### src/log_law_yplus_solver_core_defines.svh
// assertion macros for the log-law y+ solver
// used by the modules that carry concurrent checks; no other dependencies
`ifndef LOG_LAW_YPLUS_SOLVER_CORE_DEFINES_SVH
`define LOG_LAW_YPLUS_SOLVER_CORE_DEFINES_SVH
`ifndef SYNTH
`define LLYS_ASSERT(lbl, clk, rstn, prop, msg) \
  lbl: assert property (@(posedge clk) disable iff (!rstn) prop) else $error(msg);
`define LLYS_ASSERT_NR(lbl, clk, prop, msg) \
  lbl: assert property (@(posedge clk) prop) else $error(msg);
`else
`define LLYS_ASSERT(lbl, clk, rstn, prop, msg)
`define LLYS_ASSERT_NR(lbl, clk, prop, msg)
`endif
`endif

### src/llys_pkg.sv
// shared types, constants and the ln table function for the y+ solver
// no dependencies
package llys_pkg;

  localparam int unsigned MAX_UPDATES_DEF = 10;
  localparam int unsigned LOG_TABLE_DEPTH_DEF = 256;
  localparam int unsigned QUEUE_DEPTH = 2;

  localparam int unsigned KAPPA_W = 18;
  localparam int unsigned E_W = 24;
  localparam int unsigned CFG_W = 24;
  localparam int unsigned KRE_W = 48;
  localparam int unsigned Y_W = 32;
  localparam int unsigned LNT_W = 17;

  localparam logic [KAPPA_W-1:0] KAPPA_RESET = 18'd26870;
  localparam logic [E_W-1:0] E_RESET = 24'd642253;
  localparam logic [Y_W-1:0] YPLUS_START = 32'd737280;
  localparam logic signed [31:0] LN2_Q16 = 32'sd45426;
  localparam logic signed [31:0] ONE_Q16 = 32'sd65536;

  localparam logic [1:0] CFG_KAPPA = 2'd0;
  localparam logic [1:0] CFG_E = 2'd1;

  localparam logic [1:0] ST_CONVERGED = 2'd0;
  localparam logic [1:0] ST_MAXED = 2'd1;
  localparam logic [1:0] ST_INVALID = 2'd2;
  localparam logic [1:0] ST_DEGEN = 2'd3;

  typedef struct packed {
    logic invalid;
    logic [KRE_W-1:0] kre;
  } qentry_t;

  // ln(1 + i/depth) in q16.16 via the atanh series
  function automatic logic [31:0] ln_entry(input int unsigned i, input int unsigned depth);
    logic [63:0] z;
    logic [63:0] z2;
    logic [63:0] term;
    logic [63:0] sum;
    z = (64'(i) << 32) / 64'(2 * depth + i);
    z2 = (z * z) >> 32;
    term = z;
    sum = '0;
    for (int k = 0; k < 24; k++) begin
      sum = sum + term / 64'(2 * k + 1);
      term = (term * z2) >> 32;
    end
    return 32'((2 * sum + 64'd32768) >> 16);
  endfunction

endpackage

### src/llys_front.sv
// front end: takes a face, flags invalid input, forms kRe by limb products
// and a bit-serial divide; depends on llys_pkg
module llys_front
  import llys_pkg::*;
(
  input  logic                clk,
  input  logic                rst_n,
  input  logic                start,
  input  logic [31:0]         in_wall_speed,
  input  logic [31:0]         in_wall_distance,
  input  logic [31:0]         in_fluid_density,
  input  logic [47:0]         in_dynamic_viscosity,
  input  logic [KAPPA_W-1:0]  kappa,
  input  logic                q_full,
  output logic                busy,
  output logic                q_push,
  output qentry_t             q_data
);

  typedef enum logic [1:0] {F_IDLE, F_MUL, F_DIV, F_PUSH} fstate_t;

  fstate_t      state_r;
  logic [31:0]  speed_r, dist_r, rho_r;
  logic [47:0]  mu_r;
  logic [127:0] w_r;
  logic [31:0]  carry_r;
  logic [1:0]   fi_r, li_r;
  logic [55:0]  rem_r;
  logic [6:0]   bit_r;
  logic [63:0]  q_r;
  logic         over_r, invalid_r;

  logic [31:0]  mult_m, limb;
  logic [63:0]  prod;
  logic [56:0]  rem_sh, den57;
  logic         ge;

  always_comb begin
    case (fi_r)
      2'd0: mult_m = speed_r;
      2'd1: mult_m = dist_r;
      default: mult_m = rho_r;
    endcase
    limb = w_r[{li_r, 5'b0} +: 32];
    prod = 64'(limb) * 64'(mult_m) + 64'(carry_r);
    rem_sh = {rem_r, w_r[bit_r]};
    den57 = {1'b0, mu_r, 8'b0};
    ge = rem_sh >= den57;
  end

  always_ff @(posedge clk) begin
    if (!rst_n) begin
      state_r <= F_IDLE;
    end else begin
      case (state_r)
        F_IDLE: begin
          if (start) begin
            speed_r <= in_wall_speed;
            dist_r <= in_wall_distance;
            rho_r <= in_fluid_density;
            mu_r <= in_dynamic_viscosity;
            w_r <= 128'(kappa);
            carry_r <= '0;
            fi_r <= '0;
            li_r <= '0;
            q_r <= '0;
            over_r <= 1'b0;
            invalid_r <= (in_fluid_density == '0) || (in_dynamic_viscosity == '0);
            if ((in_fluid_density == '0) || (in_dynamic_viscosity == '0)) begin
              state_r <= F_PUSH;
            end else begin
              state_r <= F_MUL;
            end
          end
        end
        F_MUL: begin
          w_r[{li_r, 5'b0} +: 32] <= prod[31:0];
          if (li_r == 2'd3) begin
            li_r <= '0;
            carry_r <= '0;
            if (fi_r == 2'd2) begin
              rem_r <= '0;
              bit_r <= 7'd127;
              state_r <= F_DIV;
            end else begin
              fi_r <= fi_r + 2'd1;
            end
          end else begin
            li_r <= li_r + 2'd1;
            carry_r <= prod[63:32];
          end
        end
        F_DIV: begin
          rem_r <= ge ? 56'(rem_sh - den57) : rem_sh[55:0];
          if (ge && bit_r[6]) over_r <= 1'b1;
          if (!bit_r[6]) q_r <= {q_r[62:0], ge};
          if (bit_r == '0) state_r <= F_PUSH;
          else bit_r <= bit_r - 7'd1;
        end
        F_PUSH: begin
          if (!q_full) state_r <= F_IDLE;
        end
        default: state_r <= F_IDLE;
      endcase
    end
  end

  assign busy = state_r != F_IDLE;
  assign q_push = (state_r == F_PUSH) && !q_full;
  assign q_data.invalid = invalid_r;
  assign q_data.kre = (over_r || (q_r[63:KRE_W] != '0)) ? '1 : q_r[KRE_W-1:0];

endmodule

### config.mk
export PLATFORM = sky130hd
export DESIGN_NAME = llys_front
export DESIGN_NICKNAME = d
export VERILOG_FILES = /design/src/log_law_yplus_solver_core_defines.svh /design/src/llys_pkg.sv /design/src/llys_front.sv
export SDC_FILE = /design/constraint.sdc
export NUM_CORES = 2
export LEC_CHECK = 0
export BUFFER_PORTS_ARGS = -buffer_cell sky130_fd_sc_hd__buf_2
export CAP_MARGIN = 30
export CORE_ASPECT_RATIO = 1.75
export CORE_MARGIN = 4
export CORE_UTILIZATION = 45
export CTS_BUF_LIST = sky130_fd_sc_hd__clkbuf_8 sky130_fd_sc_hd__clkbuf_16
export CTS_CLUSTER_DIAMETER = 50
export CTS_CLUSTER_SIZE = 10
export DETAILED_ROUTE_END_ITERATION = 16
export PLACE_DENSITY = 0.73
export SETUP_SLACK_MARGIN = 0.3
export SYNTH_ARGS = -nofsm -noshare
export SYNTH_HDL_FRONTEND = slang
export SYNTH_SLANG_ARGS = --single-unit
### constraint.sdc
create_clock -name clk -period 24.5 [get_ports clk]
set_input_delay 2.45 -clock clk [delete_from_list [all_inputs] [get_ports clk]]
set_output_delay 2.45 -clock clk [all_outputs]
set_load 0.03 [all_outputs]
==> flow_metrics.env <==
export IMPL_outcome="complete, no violations"
export IMPL_ant_nets=0
export IMPL_core_area_um2=125000
export IMPL_drv_slew=0
export IMPL_ios=217
export IMPL_path_buf_inv=6
export IMPL_cpPeakStageDelay_ps=850
export IMPL_hold_path_class="reg2reg"
export IMPL_portBuffers=216
export IMPL_cts_buffer_depth=3
export IMPL_holdWs_ps=554
export IMPL_numCtsBuffers=52
export IMPL_final_setup_viol_count=0
export IMPL_seqCellArea_um2=13200
export IMPL_slew_headroom_pct=25.4
export IMPL_antenna_found_initial=14
export IMPL_slowest_stage="o21a_1"
export IMPL_syn_area_um2=56700
export IMPL_routed_via_density=5.81
export IMPL_utilization_pct=49.0
export IMPL_crit_path_frequent_cell="fa_1"
export IMPL_track_usage_pct=29.0
export IMPL_synth_edf_count=437
export IMPL_first_global_vias=48000
export IMPL_route_detailed_drc=0
export IMPL_yosysUniqueCellTypes=80
export IMPL_postPlaceCellArea_um2=59700
export IMPL_wl_per_cell_um=25.3
export IMPL_avgSynthCellArea_um2=9.64
export IMPL_area_growth_syn_to_layout_pct=8.30
export IMPL_yosysTopAreaCellShare_pct=32.8
export IMPL_clk_pin_slew_worst_paths_ps=60
export IMPL_clockRootBuffer="clkbuf_16"
export IMPL_tns_ps=0
export IMPL_cts_hold_buf=0
export IMPL_worst_slew_pin_transition_ps=1120
export IMPL_nFillCells=11400
export IMPL_synthTopCellsByArea="fa_1, edfxtp_1, inv_1, ha_1, nand2_1"
export IMPL_yosys_area_top_type="fa_1"
export IMPL_die_area_um2=132000
export IMPL_first_pass_iters=6
export IMPL_cts_htree_levels=2
export IMPL_timing_final_crit_share_pct=42.0
export IMPL_final_hold_violation_count=0
export IMPL_syn_inst=5876
export IMPL_rsz0062_at_grt="false"
export IMPL_fin_skew_ps=32.3
export IMPL_startpoint_type="flop"
export IMPL_clk_latency_ps=660
export IMPL_place_detailed_hpwl_um=154000
export IMPL_initialDrtViolationCount=3538
export IMPL_async_reset_ff_share_pct=0
export IMPL_die_width_um=276
export IMPL_cts_tree="done"
export IMPL_ys_flop_type="edfxtp_1"
export IMPL_grt_remaining_overflow=0
export IMPL_critPathArrivalTime_ps=10660
export IMPL_drive_gt1_share_pct=8.43
export IMPL_rows=172
export IMPL_max_freq_mhz=97.2
export IMPL_syn_nets=7296
export IMPL_initial_core_util_pct=45.2
export IMPL_final_nets=7356
export IMPL_final_cell_area_um2=61400
export IMPL_cts_setup_buffers=0
export IMPL_multi_input_area_um2=38400
export IMPL_maxCapViolCount=0
export IMPL_cts_sinks=439
export IMPL_synth_seq_cells=439
export IMPL_yosysWarnings=0
export IMPL_cp_top_family="adder cells"
export IMPL_dr_total_vias=44300
export IMPL_ys_seq_area_share_pct=23.2
export IMPL_routed_wl_um=193000
export IMPL_critPathMaxFanout=60
export IMPL_cp_end_kind="flop"
export IMPL_gp_congestion=1.00
export IMPL_crit_required_ps=24870
export IMPL_final_min_clock_period_ps=10290
export IMPL_critPathKind="reg2reg"
export IMPL_grt_max_degree=93
export IMPL_ctsResizeCount=0
export IMPL_grt_pass1_wl_um=288000
export IMPL_die_h_um=477
==> synthesized netlist by cell type, types with 73 or more instances <==
| cell type | instances |
|---|---|
| nor2b_1 | 132 |
| nor2_1 | 581 |
| clkbuf_1 | 285 |
| fa_1 | 929 |
| o21ai_0 | 100 |
| inv_1 | 1087 |
| and2_1 | 175 |
| nand2_1 | 689 |
| edfxtp_1 | 437 |
| ha_1 | 325 |
| a21o_1 | 85 |
| a21oi_1 | 209 |
| nand2b_1 | 73 |
==> stage by stage <==
| step | setup slack [ps] | cells |
|---|---|---|
| floorplan | 15600 | 5876 |
| global placement | 14100 | 7521 |
| detailed placement | 14400 | 7531 |
| CTS | 14360 | 7606 |
| global route | 13770 | 7618 |
| finish | 14210 | 7620 |
==> metal layers <==
metal  vias up  track usage (%)  routed length, um
li1      18700                -                  -
met1     22200             28.4              59100
met2      2419             50.8              95800
met3       959             5.44              14100
met4         6             27.8              23800
met5         -                0                 46
==> flip-flops by register name (all words and copies together), names as in the netlist, 2 cells and up <==
register / count
mu_r: 48
speed_r: 32
dist_r: 32
q_r: 64
state_r: 2
w_r: 128
bit_r: 7
li_r: 2
rho_r: 32
carry_r: 32
fi_r: 2
rem_r: 56
==> cell families (layout without fill, tap and decap cells) <==
logic type | after synthesis | count (layout) | synth area share, %
AND/OR/NAND/NOR | 1853 | 1853 | 14.8
other | 0 | 10 | 0
XOR/XNOR | 91 | 91 | 1.41
AO/OA/AOI/OAI | 709 | 709 | 8.09
adder cells (fa/ha/maj) | 1254 | 1254 | 40.0
flip-flops | 439 | 439 | 23.2
buffers and inverters | 1406 | 1487 | 9.41
multiplexers | 124 | 124 | 3.05
==> cells in the final DEF, fill, tap and decap left out, drive strengths merged, types with 8 or more instances in the layout <==
cell type and instances:
a211oi 17, a21o 85, a21oi 210, a22o 37
a22oi 15, a31oi 20, and2 175, and3 23
buf 324, clkbuf 52, diode 10, edfxtp 437
fa 929, ha 325, inv 1105, mux2 29
mux2i 60, mux4 35, nand2 689, nand2b 73
nand3 42, nand4 40, nor2 581, nor2b 132
nor3 32, nor4 29, o211ai 29, o21a 43
o21ai 118, o21bai 16, o22ai 52, or3 8
xnor2 49, xor2 42
==> layout make-up <==
| cell class | count | share of cell area [%] |
|---|---|---|
| Antenna cell | 10 | 0.0408 |
| Clock buffer | 52 | 2.12 |
| Clock inverter | 23 | 0.322 |
| Inverter | 1088 | 6.66 |
| Multi-Input combinational cell | 4031 | 62.5 |
| Sequential cell | 439 | 21.5 |
| Tap cell | 1653 | 3.37 |
| Timing Repair Buffer | 324 | 3.51 |
==> final timing paths <==
check	startpoint	depth (start not counted)	slack, ps	to
hold reg to reg	q_r[6]$_SDFFCE_PN0P_	1	550	q_r[7]$_SDFFCE_PN0P_
setup / recovery	li_r[0]$_SDFFCE_PN0P_	28	14210	carry_r[22]$_SDFFCE_PN0P_
setup reg to reg	li_r[0]$_SDFFCE_PN0P_	28	14210	carry_r[22]$_SDFFCE_PN0P_
hold / removal	q_r[6]$_SDFFCE_PN0P_	1	550	q_r[7]$_SDFFCE_PN0P_
Power is not shown: default switching activity piles up to over one toggle a cycle in this logic, so the estimate is an artifact.
