## config.mk

```make
export PLATFORM = sky130hd
export DESIGN_NAME = llys_fifo
export DESIGN_NICKNAME = d
export VERILOG_FILES = /design/src/log_law_yplus_solver_core_defines.svh /design/src/llys_pkg.sv /design/src/llys_fifo.sv
export SDC_FILE = /design/constraint.sdc
export NUM_CORES = 1
export LEC_CHECK = 0
export BUFFER_PORTS_ARGS = -buffer_cell sky130_fd_sc_hd__buf_4
export CAP_MARGIN = 20
export CORE_ASPECT_RATIO = 1.25
export CORE_UTILIZATION = 54
export CTS_BUF_LIST = sky130_fd_sc_hd__clkbuf_8
export CTS_CLUSTER_DIAMETER = 100
export DETAILED_ROUTE_END_ITERATION = 6
export PLACE_DENSITY = 0.78
export RECOVER_POWER = 100
export SYNTH_ARGS = -nofsm -noshare
export SYNTH_HDL_FRONTEND = slang
export SYNTH_SLANG_ARGS = --single-unit
```

## constraint.sdc

```tcl
create_clock -name clk -period 3.69 [get_ports clk]
set_input_delay 0.1845 -clock clk [delete_from_list [all_inputs] [get_ports clk]]
set_output_delay 0.1845 -clock clk [all_outputs]
set_load 0.05 [all_outputs]
```

## src/log_law_yplus_solver_core_defines.svh

```systemverilog
// assertion macros for the log-law y+ solver
// used by the modules that carry concurrent checks; no other dependencies
`ifndef LOG_LAW_YPLUS_SOLVER_CORE_DEFINES_SVH
`define LOG_LAW_YPLUS_SOLVER_CORE_DEFINES_SVH
`ifndef SYNTH
`define LLYS_ASSERT(lbl, clk, rstn, prop, msg) \
  lbl: assert property (@(posedge clk) disable iff (!rstn) prop) else $error(msg);
`define LLYS_ASSERT_NR(lbl, clk, prop, msg) \
  lbl: assert property (@(posedge clk) prop) else $error(msg);
`else
`define LLYS_ASSERT(lbl, clk, rstn, prop, msg)
`define LLYS_ASSERT_NR(lbl, clk, prop, msg)
`endif
`endif

```

## src/llys_pkg.sv

```systemverilog
// shared types, constants and the ln table function for the y+ solver
// no dependencies
package llys_pkg;

  localparam int unsigned MAX_UPDATES_DEF = 10;
  localparam int unsigned LOG_TABLE_DEPTH_DEF = 256;
  localparam int unsigned QUEUE_DEPTH = 2;

  localparam int unsigned KAPPA_W = 18;
  localparam int unsigned E_W = 24;
  localparam int unsigned CFG_W = 24;
  localparam int unsigned KRE_W = 48;
  localparam int unsigned Y_W = 32;
  localparam int unsigned LNT_W = 17;

  localparam logic [KAPPA_W-1:0] KAPPA_RESET = 18'd26870;
  localparam logic [E_W-1:0] E_RESET = 24'd642253;
  localparam logic [Y_W-1:0] YPLUS_START = 32'd737280;
  localparam logic signed [31:0] LN2_Q16 = 32'sd45426;
  localparam logic signed [31:0] ONE_Q16 = 32'sd65536;

  localparam logic [1:0] CFG_KAPPA = 2'd0;
  localparam logic [1:0] CFG_E = 2'd1;

  localparam logic [1:0] ST_CONVERGED = 2'd0;
  localparam logic [1:0] ST_MAXED = 2'd1;
  localparam logic [1:0] ST_INVALID = 2'd2;
  localparam logic [1:0] ST_DEGEN = 2'd3;

  typedef struct packed {
    logic invalid;
    logic [KRE_W-1:0] kre;
  } qentry_t;

  // ln(1 + i/depth) in q16.16 via the atanh series
  function automatic logic [31:0] ln_entry(input int unsigned i, input int unsigned depth);
    logic [63:0] z;
    logic [63:0] z2;
    logic [63:0] term;
    logic [63:0] sum;
    z = (64'(i) << 32) / 64'(2 * depth + i);
    z2 = (z * z) >> 32;
    term = z;
    sum = '0;
    for (int k = 0; k < 24; k++) begin
      sum = sum + term / 64'(2 * k + 1);
      term = (term * z2) >> 32;
    end
    return 32'((2 * sum + 64'd32768) >> 16);
  endfunction

endpackage

```

## src/llys_fifo.sv

```systemverilog
// short queue of classified faces between front and back end
// depends on llys_pkg
module llys_fifo
  import llys_pkg::*;
#(
  parameter int unsigned DEPTH = QUEUE_DEPTH
) (
  input  logic    clk,
  input  logic    rst_n,
  input  logic    push,
  input  qentry_t push_data,
  input  logic    pop,
  output qentry_t pop_data,
  output logic    full,
  output logic    empty
);

  localparam int unsigned AW = (DEPTH > 1) ? $clog2(DEPTH) : 1;

  qentry_t        mem [DEPTH];
  logic [AW-1:0]  wp_r, rp_r;
  logic [AW:0]    cnt_r;

  assign full = cnt_r == (AW+1)'(DEPTH);
  assign empty = cnt_r == '0;
  assign pop_data = mem[rp_r];

  always_ff @(posedge clk) begin
    if (push) mem[wp_r] <= push_data;
  end

  always_ff @(posedge clk) begin
    if (!rst_n) begin
      wp_r <= '0;
      rp_r <= '0;
      cnt_r <= '0;
    end else begin
      if (push) wp_r <= (wp_r == AW'(DEPTH - 1)) ? '0 : wp_r + AW'(1);
      if (pop) rp_r <= (rp_r == AW'(DEPTH - 1)) ? '0 : rp_r + AW'(1);
      cnt_r <= cnt_r + (AW+1)'(push) - (AW+1)'(pop);
    end
  end

endmodule

```

==> results.py, run 1 <==
metrics = {
    "logic_synthesis": {
        "synth-edff-count": 98,
        "synth_cell_types": 15,
        "synth_top_area_share_pct": 77.3,
        "yosysTopAreaCell": "edfxtp_1",
        "synth.most_common_cell": "edfxtp_1",
        "netlist_top_cells_count": "edfxtp_1, mux2_2, mux2_4",
        "ys_ff_latch": 103,
        "synthTopCellsByArea": "edfxtp_1, mux2_2, mux2_4, dfxtp_1, and2_1",
        "synth_area_sq_mm": 0.00381,
        "synthFlopType": "edfxtp_1",
        "synthCells": 173,
        "avgSynthCellArea_sq_um": 22.0,
        "ys_seq_area_share_pct": 79.9,
        "async_flop_share_pct": 0,
        "ys_warn_count": 0,
        "synth_nets": 228,
    },
    "routing": {
        "wl_per_cell_microns": 17.2,
        "routed_wl_microns": 6700,
        "first_iter_violations": 106,
        "post-route-drc-count": 0,
        "vias": 1993,
        "drtPass1Iterations": 4,
        "viasPerCell": 5.12,
        "ant_nets": 0,
    },
    "clock_network": {
        "clock-sinks": 103,
        "cts_tree": "yes",
        "cts_resized": 0,
        "clk_latency_ns": 0.35,
        "clockRootBuffer": "clkbuf_8",
        "path_clk_slew_ns": 0.10,
        "htreeDepth": 3,
        "cts_max_path_buffers": 2,
        "numCtsBuffers": 9,
    },
    "global_route": {
        "grt_util_all_layers_pct": 18.5,
        "grt_max_degree": 33,
        "grt_pass1_vias": 2020,
        "grt_overflow_total": 0,
        "grt_pass1_wl_microns": 9910,
        "antenna_found_initial": 0,
    },
    "setup_path": {
        "arrival_ns": 2.74,
        "crit_path_top_delay_cell": "dfxtp_1",
        "cp_max_fo": 31,
        "cp.depth": 3,
        "cp_top_family": "flip-flops",
        "crit_buf_inv": 2,
        "worstSetupPathType": "reg2out",
        "worstSetupEndpointType": "output port",
        "crit_chain": "buf_4, mux2_2, clkbuf_1",
        "cp-start-kind": "register",
        "ff2ff_path_depth": 2,
        "worstPathRequired_ns": 3.51,
        "slowest_delay_ns": 1.24,
    },
    "sta": {
        "setup_tns_ns": 0,
        "clock_skew_ns": 0.00841,
        "timing.fmax_mhz": 342,
        "hold_ws_ns": 0.0391,
        "min_period_ns": 2.92,
        "rsz0062_at_grt": "no",
        "tightest_slew_ns": 2.14,
        "timing.final.ws_setup_ns": 0.768,
        "fin_crit_sh_pct": 79.2,
        "finalSetupViolations": 0,
        "hold_viol": 0,
        "slew_violations": 33,
        "slew_headroom_pct": -43.1,
    },
    "cells_and_area": {
        "layout.nets": 352,
        "antennaDiodeCount": 0,
        "stdcell_count": 389,
        "layout-area-overhead-vs-synth_pct": 27.1,
        "layout-drive-gt1-share_pct": 42.4,
        "fin_util_pct": 72.3,
        "fillers": 478,
        "final_area_sq_mm": 0.00484,
    },
    "placement": {
        "dpl.hpwl_microns": 4470,
        "io_buffers": 103,
        "post_dp_cell_area_sq_mm": 0.00467,
        "pre_cts_ws_ns": 1.66,
        "dp.cells": 361,
        "place.gp.congestion": 0.763,
    },
    "floorplan": {
        "initial_core_util_pct": 56.9,
        "die_area_sq_mm": 0.00739,
        "core.rowCount": 33,
        "pin_count": 104,
        "core_region_area_sq_mm": 0.00669,
        "die_w_microns": 77.1,
        "die_h_microns": 95.9,
    },
    "status": {
        "violations": "capacitance limit, slew limit",
        "status": "finished, violations left",
    },
    "power": {
        "leakage_nw": 1.76,
        "power_density_mw_per_mm2": 524,
        "p_total_mw": 2.53,
        "ir_drop_v": 0.000322,
    },
    "min_path": {
        "hold_class": "in2reg",
        "hold_path_depth": 1,
    },
    "run": {
        "cap_violations": 1,
    },
}
timing repair:
item                                    CTS  global route
buffers inserted                          0             0
hold buffers                              6             6
endpoints found under the setup margin    0             0
endpoints found under the hold margin    11            10
worst reg2reg max path, stage by stage, from the launching register on:
cell,delay (ns)
dfxtp_1,0.40
and2_0,1.60
buf_4,0.50
cell families (layout without fill, tap and decap cells):
| logic type | Yosys count | in the layout | share of synthesized area, % |
|---|---|---|---|
| adder cells (fa/ha/maj) | 2 | 2 | 0.657 |
| AO/OA/AOI/OAI | 1 | 1 | 0.197 |
| XOR/XNOR | 2 | 2 | 0.822 |
| buffers and inverters | 7 | 136 | 1.48 |
| AND/OR/NAND/NOR | 9 | 9 | 1.41 |
| multiplexers | 49 | 49 | 15.5 |
| flip-flops | 103 | 103 | 79.9 |
where the power goes:
group | total [mW] | internal (mW) | switching [mW]
Sequential | 1.38 | 1.35 | 0.0309
Combinational | 0.481 | 0.162 | 0.318
Clock | 0.671 | 0.309 | 0.362
registers in the layout, summed over array words and instances (netlist names), named ones only:
signal,count
cnt_r,2
rp_r,1
mem,98
wp_r,1
final cells by class:
class	count	area, sq um	area share, %
Timing Repair Buffer	118	792	16.4
Inverter	2	7.51	0.155
Sequential cell	103	3040	62.9
Clock buffer	9	124	2.56
Clock inverter	7	66.3	1.37
Multi-Input combinational cell	63	696	14.4
Tap cell	87	109	2.25
final timing paths:
path | end | from | slack, ns
worst max register to register | mem[1][12] | wp_r | 0.86
worst min register to register | register | rp_r | 0.59
worst min-delay path | mem[0][3] | push_data[3] | 0.04
worst max-delay path | pop_data[13] | register | 0.77
layout by cell type, fill, tap and decap left out, drive strengths merged:
cell	count
clkinv	2
inv	4
xnor3	1
dfxtp	5
clkbuf	85
ha	2
clkinvlp	2
and2	4
edfxtp	98
nor2	1
bufinv	1
xor2	1
mux2	49
dlygate4sd3	12
nor2b	4
buf	30
o21a	1
per-layer routing:
metal  global-route usage [%]  vias to the layer above  share of wire (%)  wire length, microns
met2                     34.4                       63                 57                  3790
met1                     20.4                      999                 37                  2510
met4                     9.43                        0                1.9                   125
li1                         -                      918                  -                     -
met3                     3.41                       13                4.2                   281
met5                        0                        -                  0                     0
No activity file was read; power rests on OpenSTA's default activity.
==> inputs of run 2 (changes only) <==
--- a/config.mk
+++ b/config.mk
@@ -5,14 +5,15 @@
 export SDC_FILE = /design/constraint.sdc
 export NUM_CORES = 1
 export LEC_CHECK = 0
+export ABC_AREA = 1
 export BUFFER_PORTS_ARGS = -buffer_cell sky130_fd_sc_hd__buf_4
 export CAP_MARGIN = 20
 export CORE_ASPECT_RATIO = 1.25
-export CORE_UTILIZATION = 54
+export CORE_UTILIZATION = 49
 export CTS_BUF_LIST = sky130_fd_sc_hd__clkbuf_8
 export CTS_CLUSTER_DIAMETER = 100
 export DETAILED_ROUTE_END_ITERATION = 6
-export PLACE_DENSITY = 0.78
+export PLACE_DENSITY = 0.74
 export RECOVER_POWER = 100
 export SYNTH_ARGS = -nofsm -noshare
 export SYNTH_HDL_FRONTEND = slang
==> constraint.sdc (replaced) <==
create_clock -name clk -period 2.3 [get_ports clk]
set_input_delay 0.115 -clock clk [delete_from_list [all_inputs] [get_ports clk]]
set_output_delay 0.115 -clock clk [all_outputs]
set_load 0.05 [all_outputs]
==> run 2 against run 1 <==
Net effect:
- the flow now finishes without violations
- non-clock buffer count grew 40
- setup slack lost 0.39 ns
- clock power grew 42%
- sequential share of layout area shrank 3.8 points
- sequential cell count is the same
- clock skew shrank 0.00079 ns
- critical path depth is the same
- final cell count grew 15%
- routed wire length grew 0.16%
- via count grew 7.7%
- hold slack lost 0.012 ns
==> results.py, run 2 <==
metrics = {
    "setup_path": {
        "worstPathRequired_ns": 2.18,
        "worstSetupPathType": "reg2out",
        "arrival_ns": 1.81,
        "cp-start-kind": "register",
        "cp_max_fo": 31,
        "cp_top_family": "buffers and inverters",
        "worstSetupEndpointType": "output port",
        "slowest_delay_ns": 0.48,
        "crit_chain": "buf_4, mux2_2, clkbuf_1",
        "crit_buf_inv": 2,
        "crit_path_top_delay_cell": "clkbuf_1",
    },
    "cells_and_area": {
        "fin_util_pct": 69.1,
        "multi_input_area_sq_um": 688,
        "layout-area-overhead-vs-synth_pct": 35.2,
        "final_area_sq_mm": 0.00515,
        "reg_top3": "mem (98), cnt_r (2)",
        "top_register": "mem",
        "final_cell_mix": "edfxtp_1, clkbuf_1, dlygate4sd3_1, clkbuf_4, mux2_2",
        "final_common_cell": "edfxtp_1",
        "seq_area_sq_mm": 0.00304,
        "fillers": 582,
        "antennaDiodeCount": 0,
        "layout.nets": 404,
        "layout-drive-gt1-share_pct": 32.5,
        "stdcell_count": 446,
        "largest_register_ffs": 98,
    },
    "placement": {
        "dpl.hpwl_microns": 4140,
        "io_buffers": 103,
        "dp.cells": 380,
        "post_dp_cell_area_sq_mm": 0.00470,
        "place.gp.congestion": 0.693,
    },
    "floorplan": {
        "core.rowCount": 35,
        "pin_count": 104,
        "core_region_area_sq_mm": 0.00744,
        "die_area_sq_mm": 0.00813,
        "die_h_microns": 101,
        "initial_core_util_pct": 51.1,
        "die_w_microns": 80.8,
    },
    "global_route": {
        "grt_pass1_wl_microns": 10300,
        "grt_pass1_vias": 2170,
        "grt_max_degree": 32,
        "grt_overflow_total": 0,
        "grt_util_all_layers_pct": 17.6,
        "antenna_found_initial": 0,
    },
    "logic_synthesis": {
        "synth_nets": 240,
        "yosysTopAreaCell": "edfxtp_1",
        "synth-edff-count": 98,
        "avgSynthCellArea_sq_um": 20.6,
        "synth_cell_types": 13,
        "synthAdderAreaFrac_pct": 0.657,
        "synthFlopType": "edfxtp_1",
        "synth_top_family_by_area": "multiplexers",
        "ys_warn_count": 0,
        "async_flop_share_pct": 0,
        "netlist_top_cells_count": "edfxtp_1, mux2_2, mux2_4",
        "synth_compound_area_share_pct": 0.131,
        "synth.most_common_cell": "edfxtp_1",
        "synthTopCellsByArea": "edfxtp_1, mux2_2, mux2_4, dfxtp_1, nor2_1",
        "synthMuxAreaShare_pct": 15.5,
        "synth_xor_area_share_pct": 0,
        "ys_seq_area_share_pct": 79.9,
        "ys_ff_latch": 103,
        "yosys.area_share.simple_pct": 1.81,
        "synth_top_area_share_pct": 77.3,
        "synth_area_sq_mm": 0.00381,
        "synthCells": 185,
    },
    "run": {
        "cap_violations": 0,
    },
    "power": {
        "p_comb_share_pct": 18.7,
        "power_switching_mw": 1.08,
        "p_total_mw": 3.87,
        "p_clk_share_pct": 24.7,
        "leakage_nw": 1.88,
        "internal-power_mw": 2.79,
        "ir_drop_v": 0.000433,
        "switching_share_pct": 27.9,
        "power_density_mw_per_mm2": 753,
        "power_frac_seq_pct": 56.6,
    },
    "sta": {
        "finalSetupViolations": 0,
        "slew_violations": 0,
        "timing.fmax_mhz": 520,
        "rsz0062_at_grt": "no",
        "slew_headroom_pct": 22.9,
        "fin_crit_sh_pct": 83.6,
        "hold_viol": 0,
        "clock_skew_ns": 0.00763,
        "min_period_ns": 1.92,
        "tightest_slew_ns": 1.16,
        "setup_tns_ns": 0,
    },
    "clock_network": {
        "cts_tree": "yes",
        "numCtsBuffers": 9,
        "clock-sinks": 103,
        "postCtsSetupBuffers": 0,
        "htreeDepth": 3,
        "cts_max_path_buffers": 2,
        "clockRootBuffer": "clkbuf_8",
        "cts_resized": 0,
        "path_clk_slew_ns": 0.09,
        "cts_hold_repair.buffers": 50,
        "clk_latency_ns": 0.35,
    },
    "routing": {
        "wl_per_cell_microns": 15.1,
        "ant_nets": 0,
        "vias": 2146,
        "viasPerCell": 4.81,
        "routed_wl_microns": 6710,
        "first_iter_violations": 98,
        "drtPass1Iterations": 4,
        "post-route-drc-count": 0,
    },
    "min_path": {
        "hold_class": "in2reg",
    },
    "status": {
        "status": "finished, final reports clean",
    },
}
## run 2: cell count changes in the layout (fill, tap and decap cells not counted), moves of 3 or more
cell           delta
nor2b_1           -3
mux2_1            -7
nor2_1            +7
buf_4            -23
dlygate4sd3_1    +38
mux2_2            +4
mux2_4            +3
nand2_1           +8
clkbuf_1         +21
inv_1             +5
clkbuf_2          +4
## run 2: through the flow
| step | hold slack [ns] | setup slack [ns] |
|---|---|---|
| finish | 0.0266 | 0.376 |
| global route | 0.0228 | 0.286 |
| floorplan | 0.208 | 0.274 |
| CTS | 0.00808 | 0.466 |
| global placement | 0.300 | 0.860 |
| detailed placement | 0.303 | 0.830 |
## run 2: cells by family (layout without fill, tap and decap cells)
| family | count (synthesis) | in the layout |
|---|---|---|
| buffers and inverters | 12 | 181 |
| adders and majority gates | 2 | 2 |
| DFF | 103 | 103 |
| and+or+nand+nor | 18 | 18 |
| muxes | 49 | 49 |
| AOI/OAI and AO/OA | 1 | 1 |
## run 2: final timing paths
path / slack [ns] / from / cells past startpoint / to
setup / recovery: 0.38 / register / 3 / pop_data[16]
hold reg to reg: 0.51 / rp_r / 2 / register
hold / removal: 0.03 / push / 3 / wp_r
setup reg to reg: 0.54 / wp_r / 3 / mem[1][7]
## run 2: tightest hold or removal path, stage by stage
cell and delay, ns:
buf_4 0.10, nor2_1 0.04, nor2_1 0.09
## run 2: cell type report
class	count	area share, %
sequential	103	59.2
timing repair buffer	158	21.5
multi-input combinational	70	13.4
clock buffer	9	2.41
tap	92	2.24
clock inverter	7	0.802
inverter	7	0.511
## run 2: power groups by stage
| stage | Combinational (mW) | Sequential [mW] | Clock, mW |
|---|---|---|---|
| 2_1_floorplan | 0.503 | 2.23 | 0 |
| 3_3_place_gp | 0.735 | 2.23 | 0 |
| 3_5_place_dp | 0.745 | 2.23 | 0 |
| 4_1_cts | 0.816 | 2.19 | 0.983 |
| 5_1_grt | 0.769 | 2.20 | 1.05 |
| 6_report | 0.725 | 2.19 | 0.956 |
## run 2: metal layers
layer | routed length [microns] | up-vias | share of wire [%] | GRT usage, %
met3 | 331 | 14 | 4.9 | 3.44
met1 | 2730 | 1022 | 41 | 20.8
met5 | 0 | - | 0 | 0
met2 | 3490 | 76 | 52 | 29.7
li1 | - | 1034 | - | -
met4 | 161 | 0 | 2.4 | 10.4
==> inputs of run 3 (changes only) <==
==> constraint.sdc (replaced) <==
create_clock -name clk -period 1.7 [get_ports clk]
set_input_delay 0.085 -clock clk [delete_from_list [all_inputs] [get_ports clk]]
set_output_delay 0.085 -clock clk [all_outputs]
set_load 0.05 [all_outputs]
==> run 3 against run 2 <==
Net effect:
- count of clock-buffer cells in the layout is the same
- die area is the same
- cell area increased by 4.5%
- routed wire length shrank 4.3%
- clock skew fell by 0.00073 ns
- final cell count up 0.90%
- highest routed layer unchanged
==> results.py, run 3 (same netlist as run 2, synthesis figures left out) <==
metrics = {
    "status": {
        "status": "finished, final reports clean",
    },
    "power": {
        "ir_drop_v": 0.000629,
        "power_density_mw_per_mm2": 1030,
        "leakage_nw": 2.06,
    },
    "floorplan": {
        "pin_count": 104,
        "die_area_sq_mm": 0.00813,
        "die_h_microns": 101,
        "die_w_microns": 80.8,
        "initial_core_util_pct": 51.1,
        "core.rowCount": 35,
        "core_region_area_sq_mm": 0.00744,
    },
    "sta": {
        "timing.fmax_mhz": 621,
        "tightest_slew_ns": 0.607,
        "finalSetupViolations": 0,
        "hold_viol": 0,
        "min_period_ns": 1.61,
        "fin_crit_sh_pct": 94.8,
        "timing.final.ws_setup_ns": 0.0892,
        "slew_headroom_pct": 59.7,
        "setup_tns_ns": 0,
        "slew_violations": 0,
        "clock_skew_ns": 0.00690,
        "rsz0062_at_grt": "no",
    },
    "clock_network": {
        "cts_max_path_buffers": 2,
        "path_clk_slew_ns": 0.09,
        "clockRootBuffer": "clkbuf_8",
        "numCtsBuffers": 9,
        "postCtsSetupBuffers": 0,
        "clock-sinks": 103,
        "clk_latency_ns": 0.35,
        "htreeDepth": 3,
        "cts_tree": "yes",
    },
    "routing": {
        "post-route-drc-count": 0,
        "drtPass1Iterations": 4,
        "viasPerCell": 4.88,
        "ant_nets": 0,
        "wl_per_cell_microns": 14.3,
        "routed_wl_microns": 6430,
        "first_iter_violations": 116,
        "vias": 2194,
    },
    "setup_path": {
        "slowest_delay_ns": 0.37,
        "r2r-start": "wp_r",
        "cp_max_fo": 19,
        "cp-start-kind": "register",
        "rr_endpoint": "mem[1][25]",
        "arrival_ns": 1.53,
        "ff2ff_path_depth": 3,
        "cp_top_family": "buffers and inverters",
        "rrSetupSlack_ns": 0.30,
        "crit_buf_inv": 2,
        "worstSetupEndpointType": "output port",
        "crit_chain": "buf_6, mux2_2, clkbuf_4",
        "worstSetupPathType": "reg2out",
        "crit_path_top_delay_cell": "mux2_2",
        "worstPathRequired_ns": 1.62,
    },
    "run": {
        "cap_violations": 0,
    },
    "cells_and_area": {
        "top_register": "mem",
        "layout-area-overhead-vs-synth_pct": 41.4,
        "multi_input_area_sq_um": 688,
        "final_cell_mix": "edfxtp_1, clkbuf_4, dlygate4sd3_1, mux2_2",
        "layout.nets": 408,
        "reg_top3": "mem (98), cnt_r (2)",
        "fillers": 517,
        "seq_area_sq_mm": 0.00304,
        "final_common_cell": "edfxtp_1",
        "largest_register_ffs": 98,
        "layout-drive-gt1-share_pct": 46.4,
        "antennaDiodeCount": 0,
    },
    "global_route": {
        "grt_util_all_layers_pct": 17.1,
        "grt_overflow_total": 0,
        "grt_pass1_wl_microns": 9990,
        "antenna_found_initial": 0,
        "grt_pass1_vias": 2212,
        "grt_max_degree": 31,
    },
    "placement": {
        "io_buffers": 103,
        "dpl.hpwl_microns": 4160,
        "place.gp.congestion": 0.676,
        "pre_cts_ws_ns": 0.381,
    },
    "min_path": {
        "min_to": "mem[1][34]",
        "hold_class": "in2reg",
        "holdCritStartpoint": "push_data[34]",
        "hold_path_depth": 2,
    },
}
[run 3: changes by cell type in the layout (fill, tap and decap cells not counted), sizes merged]
cell         change
buf              +4
clkbuf           -2
dlygate4sd3      +2
bufinv           +1
clkinv           -1
clkinvlp         +1
inv              -1
[run 3: area by class of cell]
cell class / instances / area share (%)
clock buffer: 9 / 2.30
clock inverter: 7 / 1.47
inverter: 7 / 0.558
multi-input combinational: 70 / 12.8
sequential: 103 / 56.6
tap: 92 / 2.14
timing repair buffer: 162 / 24.2
[run 3: worst max path at each step]
stage                         from            to  slack (ns)  cells after the start
final                     register   pop_data[4]        0.09                      3
after global routing      register  pop_data[42]        0.03                      3
after CTS                 register   pop_data[4]        0.02                      3
after detailed placement      wp_r    mem[1][23]        0.38                      3
after global placement        wp_r    mem[1][20]        0.41                      3
after floorplan               wp_r     mem[1][0]        0.17                      2
[run 3: worst reg2reg max path, delay by kind of cell (launching register included)]
family	cells	cell delay, ns
flip-flops	1	0.35
buffers and inverters	2	0.62
AND/OR/NAND/NOR	1	0.10
[run 3: metal layers]
metal / up-vias / track usage (%) / part of all wire (%)
li1: 1045 / - / -
met1: 1075 / 19.3 / 38
met2: 68 / 30.3 / 56
met3: 6 / 4.43 / 5.1
met4: 0 / 7.42 / 1.2
met5: - / 0 / 0
[run 3: repair_timing]
item                                   4_1_cts  5_1_grt
gates resized for setup                      0        1
endpoints found under the hold margin      103        0
hold buffers                                52        0
setup endpoints to repair                    0       17
[run 3: metrics by stage]
stage	area (sq um)	total power, mW	hold WS, ns	utilization [%]	cells
2_1_floorplan	3820	3.70	0.178	-	185
3_3_place_gp	4750	4.02	0.271	63.8	382
3_5_place_dp	4750	4.05	0.272	63.8	382
4_1_cts	5470	5.65	0.430	73.5	450
5_1_grt	5380	5.73	0.461	72.3	450
6_report	5380	5.53	0.475	72.3	450
[run 3: power by group]
part / internal (mW) / switching [mW] / total, mW
clock: 0.699 / 0.808 / 1.51
sequential: 2.93 / 0.0342 / 2.96
combinational: 0.405 / 0.653 / 1.06
